--- config.mk ---
export PLATFORM = sky130hd
export DESIGN_NAME = keyed_index_random_word
export DESIGN_NICKNAME = d
export VERILOG_FILES = /design/src/hdl/kirw_pkg.sv /design/src/hdl/kirw_inject.sv /design/src/hdl/kirw_mix_stage.sv /design/src/hdl/keyed_index_random_word.sv
export SDC_FILE = /design/constraint.sdc
export NUM_CORES = 2
export LEC_CHECK = 0
export ABC_AREA = 1
export ABC_CLOCK_PERIOD_IN_PS = 17700
export BUFFER_PORTS_ARGS = -buffer_cell sky130_fd_sc_hd__buf_4
export CAP_MARGIN = 20
export CORE_MARGIN = 2
export CORE_UTILIZATION = 61
export DETAILED_ROUTE_END_ITERATION = 8
export GPL_TIMING_DRIVEN = 0
export PLACE_DENSITY = 0.78
export SYNTH_ARGS = -nofsm -noshare
export SYNTH_HDL_FRONTEND = slang
export SYNTH_SLANG_ARGS = --single-unit
--- constraint.sdc ---
create_clock -name clk -period 17.7 [get_ports clk]
set_input_delay 1.77 -clock clk [delete_from_list [all_inputs] [get_ports clk]]
set_output_delay 1.77 -clock clk [all_outputs]
set_load 0.05 [all_outputs]
--- src/hdl/kirw_pkg.sv ---
// ----------------------------------------------------------------------------
// kirw_pkg
// Shared types, constants and mixing functions for the keyed index random
// word generator.
// ----------------------------------------------------------------------------
package kirw_pkg;

  localparam int KeyWords  = 6;
  localparam int WordBits  = 32;
  localparam int IndexBits = 64;
  localparam int CfgIdxBits = 3;

  typedef logic [WordBits-1:0] word_t;
  typedef word_t [KeyWords-1:0] words_t;

  // The mixing round is split into three sub-rounds, one per pipeline stage.
  typedef enum logic [1:0] {
    ROUND_A,
    ROUND_B,
    ROUND_C
  } round_t;

  function automatic word_t rol32(word_t x, logic [4:0] r);
    return (x << r) | (x >> (6'd32 - {1'b0, r}));
  endfunction

  function automatic words_t mix_sub(words_t win, round_t rnd);
    words_t     w;
    logic [4:0] ra;
    logic [4:0] rb;
    logic [4:0] rc;
    logic       sub1;
    logic       sub3;
    logic       sub5;
    unique case (rnd)
      ROUND_A: begin
        ra = 5'd7;  rb = 5'd9;  rc = 5'd13; sub1 = 1'b1; sub3 = 1'b0; sub5 = 1'b0;
      end
      ROUND_B: begin
        ra = 5'd18; rb = 5'd7;  rc = 5'd9;  sub1 = 1'b0; sub3 = 1'b1; sub5 = 1'b0;
      end
      ROUND_C: begin
        ra = 5'd13; rb = 5'd18; rc = 5'd12; sub1 = 1'b0; sub3 = 1'b0; sub5 = 1'b1;
      end
      default: begin
        ra = 5'd7;  rb = 5'd9;  rc = 5'd13; sub1 = 1'b1; sub3 = 1'b0; sub5 = 1'b0;
      end
    endcase
    w    = win;
    w[0] = rol32(w[0], ra);
    w[1] = sub1 ? (w[1] - w[0]) : (w[1] + w[0]);
    w[2] = rol32(w[2] ^ w[1], rb);
    w[3] = sub3 ? (w[3] - w[2]) : (w[3] + w[2]);
    w[4] = rol32(w[4] ^ w[3], rc);
    w[5] = sub5 ? (w[5] - w[4]) : (w[5] + w[4]);
    w[0] = w[0] ^ w[5];
    return w;
  endfunction

endpackage

--- src/hdl/kirw_inject.sv ---
// ----------------------------------------------------------------------------
// kirw_inject
// First pipeline stage: folds the stream index into the key words.
// ----------------------------------------------------------------------------
module kirw_inject (
  input  logic                                clk,
  input  logic                                rst,
  input  kirw_pkg::words_t                    key,
  input  logic                                valid_up,
  input  logic [kirw_pkg::IndexBits-1:0]      index_up,
  output logic                                stall_up,
  output logic                                valid,
  output kirw_pkg::words_t                    words,
  input  logic                                stall_down
);

  logic             ready;
  kirw_pkg::word_t  lo;
  kirw_pkg::word_t  hi;
  kirw_pkg::words_t words_next;

  // The stage can load when it is empty or its content moves on.
  assign ready    = !valid || !stall_down;
  assign stall_up = !ready;

  assign lo = index_up[kirw_pkg::WordBits-1:0];
  assign hi = index_up[kirw_pkg::IndexBits-1:kirw_pkg::WordBits];

  always_comb begin
    words_next    = key;
    words_next[0] = key[0] + lo;
    words_next[1] = key[1] ^ lo;
    words_next[2] = key[2] + hi;
    words_next[3] = key[3] ^ hi;
  end

  always_ff @(posedge clk) begin
    if (rst) begin
      valid <= 1'b0;
    end else if (ready) begin
      valid <= valid_up;
    end
  end

  always_ff @(posedge clk) begin
    if (ready && valid_up) begin
      words <= words_next;
    end
  end

endmodule

--- src/hdl/kirw_mix_stage.sv ---
// ----------------------------------------------------------------------------
// kirw_mix_stage
// One registered sub-round of the mixing function with its valid bit.
// ----------------------------------------------------------------------------
module kirw_mix_stage (
  input  logic              clk,
  input  logic              rst,
  input  kirw_pkg::round_t  rnd,
  input  logic              valid_up,
  input  kirw_pkg::words_t  words_up,
  output logic              stall_up,
  output logic              valid,
  output kirw_pkg::words_t  words,
  input  logic              stall_down
);

  logic ready;

  assign ready    = !valid || !stall_down;
  assign stall_up = !ready;

  always_ff @(posedge clk) begin
    if (rst) begin
      valid <= 1'b0;
    end else if (ready) begin
      valid <= valid_up;
    end
  end

  always_ff @(posedge clk) begin
    if (ready && valid_up) begin
      words <= kirw_pkg::mix_sub(words_up, rnd);
    end
  end

endmodule

--- src/hdl/keyed_index_random_word.sv ---
// ----------------------------------------------------------------------------
// keyed_index_random_word
// Counter-based random word generator keyed by six configuration words.
// ----------------------------------------------------------------------------
// Throughput: one index per cycle while the result side does not stall; four
// register stages (key injection and three mixing sub-rounds) each hold one
// transaction, and the last of them drives the result at the port.
// Reset clears all key words to zero and empties the pipeline.
// ----------------------------------------------------------------------------
module keyed_index_random_word (
  input  logic                                 clk,
  input  logic                                 rst,
  // Index channel.
  input  logic                                 in_valid,
  output logic                                 in_stall,
  input  logic [kirw_pkg::IndexBits-1:0]       stream_index,
  // Result channel.
  output logic                                 out_valid,
  input  logic                                 out_stall,
  output logic [kirw_pkg::WordBits-1:0]        random_word,
  // Configuration write channel.
  input  logic                                 cfg_valid,
  output logic                                 cfg_ready,
  input  logic [kirw_pkg::CfgIdxBits-1:0]      cfg_index,
  input  logic [kirw_pkg::WordBits-1:0]        cfg_data
);

  // The key registers. A write is always taken in its own cycle; indexes
  // past the last key word are accepted and dropped.
  kirw_pkg::words_t key;

  assign cfg_ready = 1'b1;

  always_ff @(posedge clk) begin
    if (rst) begin
      key <= '0;
    end else if (cfg_valid && cfg_ready &&
                 (32'(cfg_index) < kirw_pkg::KeyWords)) begin
      key[cfg_index] <= cfg_data;
    end
  end

  // Pipeline. Each stage holds a transaction with its valid bit and loads
  // whenever it is empty or its content moves to the next stage, so bubbles
  // are squeezed out and a stalled result never blocks the earlier stages
  // while they still have room.
  logic             s0_valid, s1_valid, s2_valid, s3_valid;
  logic             s1_stall, s2_stall, s3_stall;
  kirw_pkg::words_t s0_words, s1_words, s2_words, s3_words;

  kirw_inject u_inject (
    .clk        (clk),
    .rst        (rst),
    .key        (key),
    .valid_up   (in_valid),
    .index_up   (stream_index),
    .stall_up   (in_stall),
    .valid      (s0_valid),
    .words      (s0_words),
    .stall_down (s1_stall)
  );

  kirw_mix_stage u_mix_a (
    .clk        (clk),
    .rst        (rst),
    .rnd        (kirw_pkg::ROUND_A),
    .valid_up   (s0_valid),
    .words_up   (s0_words),
    .stall_up   (s1_stall),
    .valid      (s1_valid),
    .words      (s1_words),
    .stall_down (s2_stall)
  );

  kirw_mix_stage u_mix_b (
    .clk        (clk),
    .rst        (rst),
    .rnd        (kirw_pkg::ROUND_B),
    .valid_up   (s1_valid),
    .words_up   (s1_words),
    .stall_up   (s2_stall),
    .valid      (s2_valid),
    .words      (s2_words),
    .stall_down (s3_stall)
  );

  kirw_mix_stage u_mix_c (
    .clk        (clk),
    .rst        (rst),
    .rnd        (kirw_pkg::ROUND_C),
    .valid_up   (s2_valid),
    .words_up   (s2_words),
    .stall_up   (s3_stall),
    .valid      (s3_valid),
    .words      (s3_words),
    .stall_down (out_stall)
  );

  // The final stage register serves as the output register; the result is
  // the XOR of mixed words zero and three.
  assign out_valid   = s3_valid;
  assign random_word = s3_words[0] ^ s3_words[3];

  // The index side can only be held off when every stage is full and the
  // result is being held.
  a_stall_full: assert property (@(posedge clk) disable iff (rst)
    in_stall |-> (s0_valid && s1_valid && s2_valid && out_valid && out_stall))
    else $error("index stalled while the pipeline has room");

  // A free result side never pushes back on the index side.
  a_no_stall_when_free: assert property (@(posedge clk) disable iff (rst)
    !out_stall |-> !in_stall)
    else $error("index stalled although results drain");

  // Reset empties the pipeline.
  a_reset_empty: assert property (@(posedge clk)
    rst |=> (!s0_valid && !s1_valid && !s2_valid && !out_valid))
    else $error("pipeline holds a transaction after reset");

  // A transaction held at the output leaves the earlier stages unchanged
  // only if they are full; an accepted one passes the injection stage and the
  // three mixing stages to reach the output when nothing stalls.
  a_latency: assert property (@(posedge clk) disable iff (rst)
    (in_valid && !in_stall && !out_stall) ##1 !out_stall ##1 !out_stall
      ##1 !out_stall |=> out_valid)
    else $error("transaction lost in the pipeline");

endmodule

## Yosys cells after proc, flatten, opt, wreduce, memory -nomap -nowiden

Cells that the tools add are included.

| cells by class | value |
|---|---|
| shift-type cells | 18 |
| equality and inequality tests | 0 |
| order comparisons | 3 |
| reduce and logical (&&, ||, !) cells | 16 |
| multipliers | 0 |
| $add $sub $neg | 29 |
| bitwise gates (word level) | 21 |
| mux-type cells | 27 |
| div/mod/pow operators | 0 |

Operators by type and width:

| kind | count |
|---|---|
| $xor 32x32->32 | 12 |
| $add 32x32->32 | 11 |
| $mux 32 | 10 |
| $or 32x32->32 | 9 |
| $shl 32x5->32 | 9 |
| $shr 32x6->32 | 9 |
| $sub 32x32->32 | 9 |
| $bwmux 192 | 1 |
| $demux 32 s3 | 1 |
| $sub 6x5->6 const A | 9 |
| $mux 5 | 9 |
| $logic_and 1x1->1 | 6 |
| $logic_not 1->1 | 6 |
| $mux 1 | 6 |
| $logic_or 1x1->1 | 4 |
| $lt 3x4->1 const B | 1 |
| $ge 3x1->1 const B | 1 |
| $lt 3x3->1 const B | 1 |

| word-level totals | value |
|---|---|
| memories kept | 0 |
| ROM bits | 0 |
| input port bits | 104 |
| latch bits | 0 |
| output and inout port bits | 35 |
| register bits after elaboration | 836 |
| logic and storage cells | 144 |
| bits in writable memories | 0 |

## Logic depth before layout (Yosys ltp)

| logic depth | value |
|---|---|
| word-level depth | 22 |
| depth in mapped cells | 51 |
| mapped depth without buffers | 51 |

## Cells and area by module

Synthesis repeated with hierarchy kept, for this count alone.

| second synthesis, totals | value |
|---|---|
| cell total of the unflattened synthesis | 11546 |
| area, all modules | 81602.0 µm² |

By module, submodules not included:

| module | sequential area each (µm²) | area each (µm²) | times used | cells each |
|---|---|---|---|---|
| kirw_mix_stage (u_mix_a) | 5785.5 | 21116.5 | 1 | 3077 |
| kirw_mix_stage (u_mix_b) | 5785.5 | 20933.8 | 1 | 3032 |
| kirw_mix_stage (u_mix_c) | 5785.5 | 20631.0 | 1 | 3065 |
| kirw_inject | 5785.5 | 11035.6 | 1 | 1247 |
| keyed_index_random_word | 3843.7 | 7885.1 | 1 | 1125 |

## Least setup slack after synthesis

OpenSTA, ideal clock, no wires.

| timing path | value |
|---|---|
| kind | in2reg |
| start point | in out_stall |
| end point | reg u_inject.words[0] in the netlist's numbering, enable pin |
| required time | 16952 ps |
| setup slack | 6627 ps |
| setup time | 748 ps |
| stages on the path | 7 |
| arrival time | 10325 ps |
| buffers on the path | 0 |
| cell sequence | nand2_1 > nor2_1 > inv_1 > nor2_1 > inv_1 > nor2_1 > nor2_1 |

| on the way | value |
|---|---|
| word-level cells in the longest chain between the ends | 6 |

Ends and longest elaborated chain:

| item | RTL line | text |
|---|---|---|
| from (decl) | keyed_index_random_word.sv:19 | `input logic out_stall,` |
| $logic_not 1->1 | kirw_mix_stage.sv:19 | `assign ready = !valid \|\| !stall_down;` |
| $logic_or 1x1->1 (3 in series) | kirw_mix_stage.sv:19 |  |
| $logic_or 1x1->1 | kirw_inject.sv:23 | `assign ready = !valid \|\| !stall_down;` |
| $logic_and 1x1->1 | kirw_inject.sv:46 | `if (ready && valid_up) begin` |
| to (signal assigned) | kirw_inject.sv:47 | `words <= words_next;` |
| to (decl) | kirw_inject.sv:13 | `output kirw_pkg::words_t words,` |

Every way passes these cells.
A chain may end at the register's enable or synchronous reset.

## Worst setup path in the final report

| timing path | value |
|---|---|
| start point | reg u_inject.words[25] in the netlist's numbering |
| end point | reg u_mix_a.words[25] in the netlist's numbering (data pin) |

| on the way | value |
|---|---|
| word-level cells in the longest chain between the ends | 15 |
| elaborated cells between the ends (all ways) | 21 |
| those cells by class | 6 x add/sub; 6 x shift; 3 x mux; 6 x bitwise |

Ends and longest elaborated chain:

| item | RTL line | text |
|---|---|---|
| $shr 32x6->32 or $shl 32x5->32 (tied branches) | kirw_pkg.sv:24 | `return (x << r) \| (x >> (6'd32 - {1'b0, r}));` |
| $or 32x32->32 * | kirw_pkg.sv:24 |  |
| $add 32x32->32 or $sub 32x32->32 (tied branches) | kirw_pkg.sv:51 | `w[1] = sub1 ? (w[1] - w[0]) : (w[1] + w[0]);` |
| $mux 32 | kirw_pkg.sv:51 |  |
| $xor 32x32->32 | kirw_pkg.sv:52 | `w[2] = rol32(w[2] ^ w[1], rb);` |
| $shr 32x6->32 or $shl 32x5->32 (tied branches) | kirw_pkg.sv:24 |  |
| $or 32x32->32 | kirw_pkg.sv:24 |  |
| $add 32x32->32 or $sub 32x32->32 (tied branches) | kirw_pkg.sv:53 | `w[3] = sub3 ? (w[3] - w[2]) : (w[3] + w[2]);` |
| $mux 32 | kirw_pkg.sv:53 |  |
| $xor 32x32->32 | kirw_pkg.sv:54 | `w[4] = rol32(w[4] ^ w[3], rc);` |
| $shr 32x6->32 or $shl 32x5->32 (tied branches) | kirw_pkg.sv:24 |  |
| $or 32x32->32 | kirw_pkg.sv:24 |  |
| $add 32x32->32 or $sub 32x32->32 (tied branches) | kirw_pkg.sv:55 | `w[5] = sub5 ? (w[5] - w[4]) : (w[5] + w[4]);` |
| $mux 32 | kirw_pkg.sv:55 |  |
| $xor 32x32->32 * | kirw_pkg.sv:56 | `w[0] = w[0] ^ w[5];` |
| to (signal assigned) | kirw_mix_stage.sv:32 | `words <= kirw_pkg::mix_sub(words_up, rnd);` |
| to (decl) | kirw_mix_stage.sv:13 | `output kirw_pkg::words_t words,` |

Mark *: on every way between the ends. The rest lies on a longest branch, timed or not.

==> flow_summary.json <==
{
  "synthTopCellsByArea": "edfxtp_1 (40%), ha_1 (9.0%), xor2_1 (8.5%), nand2_1 (8.3%), dfxtp_1 (8.3%)",
  "post-route-period-util_pct": 61.1,
  "fin_skew_ps": 33.4,
  "grt_first_pass_wirelength_um": 221000,
  "criticalPathCategory": "reg -> reg",
  "grt.total_usage_pct": 38.3,
  "grt_use_met3_pct": 5.39,
  "worst_path_largest_cell_delay_ps": 890,
  "drc_errors": 0,
  "r2r_cells": 44,
  "grt-ovfl-total": 0,
  "setup_viol_count_final": 0,
  "ys_seq_elements": 836,
  "die-area_um2": 80100,
  "cts_hold_buf": 0,
  "synth.net_count": 5372,
  "drtPass1Iterations": 8,
  "rr_endpoint": "u_mix_a.words[25]",
  "cts_buffer_depth": 3,
  "crit_start": "u_inject.words[25]",
  "worst_pin_slew_ps": 1170,
  "grt_pass1_vias": 34600,
  "worstHoldPathType": "reg -> reg",
  "clkTransAtPathRegs_ps": 60,
  "synth_top_cell_by_area": "edfxtp_1",
  "yosysWarnings": 0,
  "start_util_pct": 61.5,
  "met1_usage_pct": 46.1,
  "routabilityCongestion": 1.04,
  "holdWs_ps": 428,
  "wl_per_cell_um": 24.8,
  "fmax_ghz": 0.0925,
  "fp-row-count": 102,
  "drt-vias-per-instance": 5.83,
  "rrSetupSlack_ps": 6890,
  "antenna_left": 0,
  "synth_area_per_cell_um2": 9.66,
  "cts_num_sinks": 836,
  "antenna_found_initial": 5,
  "timing.final.hold_violations": 0,
  "cp-start-kind": "register",
  "grt_busiest_layer": "met2",
  "areaGrowthSynthToFinish_pct": 11.8,
  "drive_above_1_share_pct": 7.77,
  "cts_made_buffers": 88,
  "worst_slew_margin_rel_pct": 21.5,
  "crit_path_end": "u_mix_a.words[25]",
  "tritoncts": "yes",
  "place_area_um2": 50100,
  "ys_async_sr_fraction_pct": 0,
  "h-tree-depth": 3,
  "arrival_ps": 11210,
  "io_pins": 139,
  "cpMaxStageDelayCell": "xor2_1",
  "crit_fanout": 4,
  "yosysTopAreaCellShare_pct": 40.5,
  "met2_usage_pct": 60.5,
  "chipWidth_um": 283,
  "period_needed_ps": 10810,
  "status": "finished, final reports clean",
  "cts_setup_buffers": 0,
  "drv_slew": 0,
  "synth_common_cells": "nand2_1 (1,056), edfxtp_1 (640), a21oi_1 (553)",
  "hold_path_depth": 0,
  "maxCapViolCount": 0,
  "dpl.hpwl_um": 128000,
  "drt_iter0_drc": 3915,
  "crit_required_ps": 18100,
  "cts-root-buf": "clkbuf_16",
  "synthCells": 4916,
  "worst_setup_path_end_kind": "register",
  "ys_seq_area_share_pct": 48.7,
  "grt_start_max_net_pins": 105,
  "synthMostInstantiatedCell": "nand2_1",
  "ctsResizeCount": 0,
  "totalWireLength_um": 155000,
  "grt_setup_unrepaired": "false",
  "synth_cell_type_count": 61,
  "synth_edf_count": 640,
  "port_buffers": 136,
  "crit-reg2reg-launch": "u_inject.words[25]",
  "nNetsFinal": 5611,
  "core_area_um2": 77200,
  "fin_setup_tns_ps": 0,
  "clk_latency_ps": 660,
  "die_y_um": 283,
  "synthFlopType": "edfxtp_1",
  "cpMostUsedCell": "nand2_1",
  "netlist_area_um2": 47500,
  "finish.instance_area_um2": 53100,
  "dr_total_vias": 36500
}
kinds of logic (layout without fill, tap and decap cells):
| group | after synthesis | count (layout) | synth area share [%] |
|---|---|---|---|
| XOR/XNOR | 659 | 659 | 12.4 |
| buffers and inverters | 582 | 891 | 4.61 |
| other | 1 | 4 | 0.00790 |
| AND/OR/NAND/NOR | 1565 | 1565 | 13.8 |
| flip-flops | 836 | 836 | 48.7 |
| adder cells (fa/ha/maj) | 352 | 352 | 9.45 |
| AO/OA/AOI/OAI | 921 | 921 | 11.1 |
per-stage QoR:
stage	setup WS [ps]	utilization [%]	instances
floorplan	6630	-	4916
global placement	3610	64.5	6092
detailed placement	7380	64.9	6105
CTS	7310	68.8	6265
global route	6690	68.8	6265
finish	6890	68.8	6268
how the worst min path moves through the flow:
stage | to | slack (ps) | start
floorplan | u_inject.words[128] | 410 | key[128]
global route | u_inject.words[188] | 430 | key[188]
CTS | u_inject.words[188] | 430 | key[188]
global placement | u_inject.words[159] | 410 | key[159]
detailed placement | u_inject.words[182] | 410 | key[182]
finish | u_inject.words[188] | 430 | key[188]
state kept, by name, summed over array words and instances, names as in the netlist:
register        flops
key               192
u_inject.valid      1
u_inject.words    192
u_mix_a.valid       1
u_mix_a.words     192
u_mix_b.valid       1
u_mix_b.words     192
u_mix_c.valid       1
u_mix_c.words      64
placed cells by master (no fill, tap or decap), types with 27 or more instances in the layout:
cell type  instances
a21boi_1          27
a21o_1            29
a21oi_1          552
a31oi_1           34
buf_4            137
clkbuf_1          80
clkbuf_16         91
dfxtp_1          196
edfxtp_1         640
ha_1             341
inv_1            512
nand2_1         1056
nand2_2           27
nand3_1          120
nor2_1           226
nor3_1            47
o21ai_0           99
o21ai_1           41
xnor2_1          189
xor2_1           459
per-layer routing:
layer	wire [um]	share of wire, %
met1	57200	37
met2	69700	45
met3	12100	7.8
met4	16400	11
met5	13	0.0084
critical path: cells and delay by family, from the launching register on:
family / cells / cell delay, ps
AND/OR/NAND/NOR: 15 / 1730
AO/OA/AOI/OAI: 20 / 4450
XOR/XNOR: 4 / 2280
adder cells (fa/ha/maj): 4 / 1510
buffers and inverters: 1 / 60
flip-flops: 1 / 500
final cells by class:
type,count,area (um2)
Clock inverter,41,532
Buffer,60,229
Clock buffer,119,2450
Timing Repair Buffer,149,1300
Sequential cell,836,23100
Antenna cell,3,7.51
Tap cell,1040,1300
Fill cell,5978,24100
Multi-Input combinational cell,3498,22200
Inverter,522,1970
Power is not shown: default switching activity piles up to over one toggle a cycle in this logic, so the estimate is an artifact.
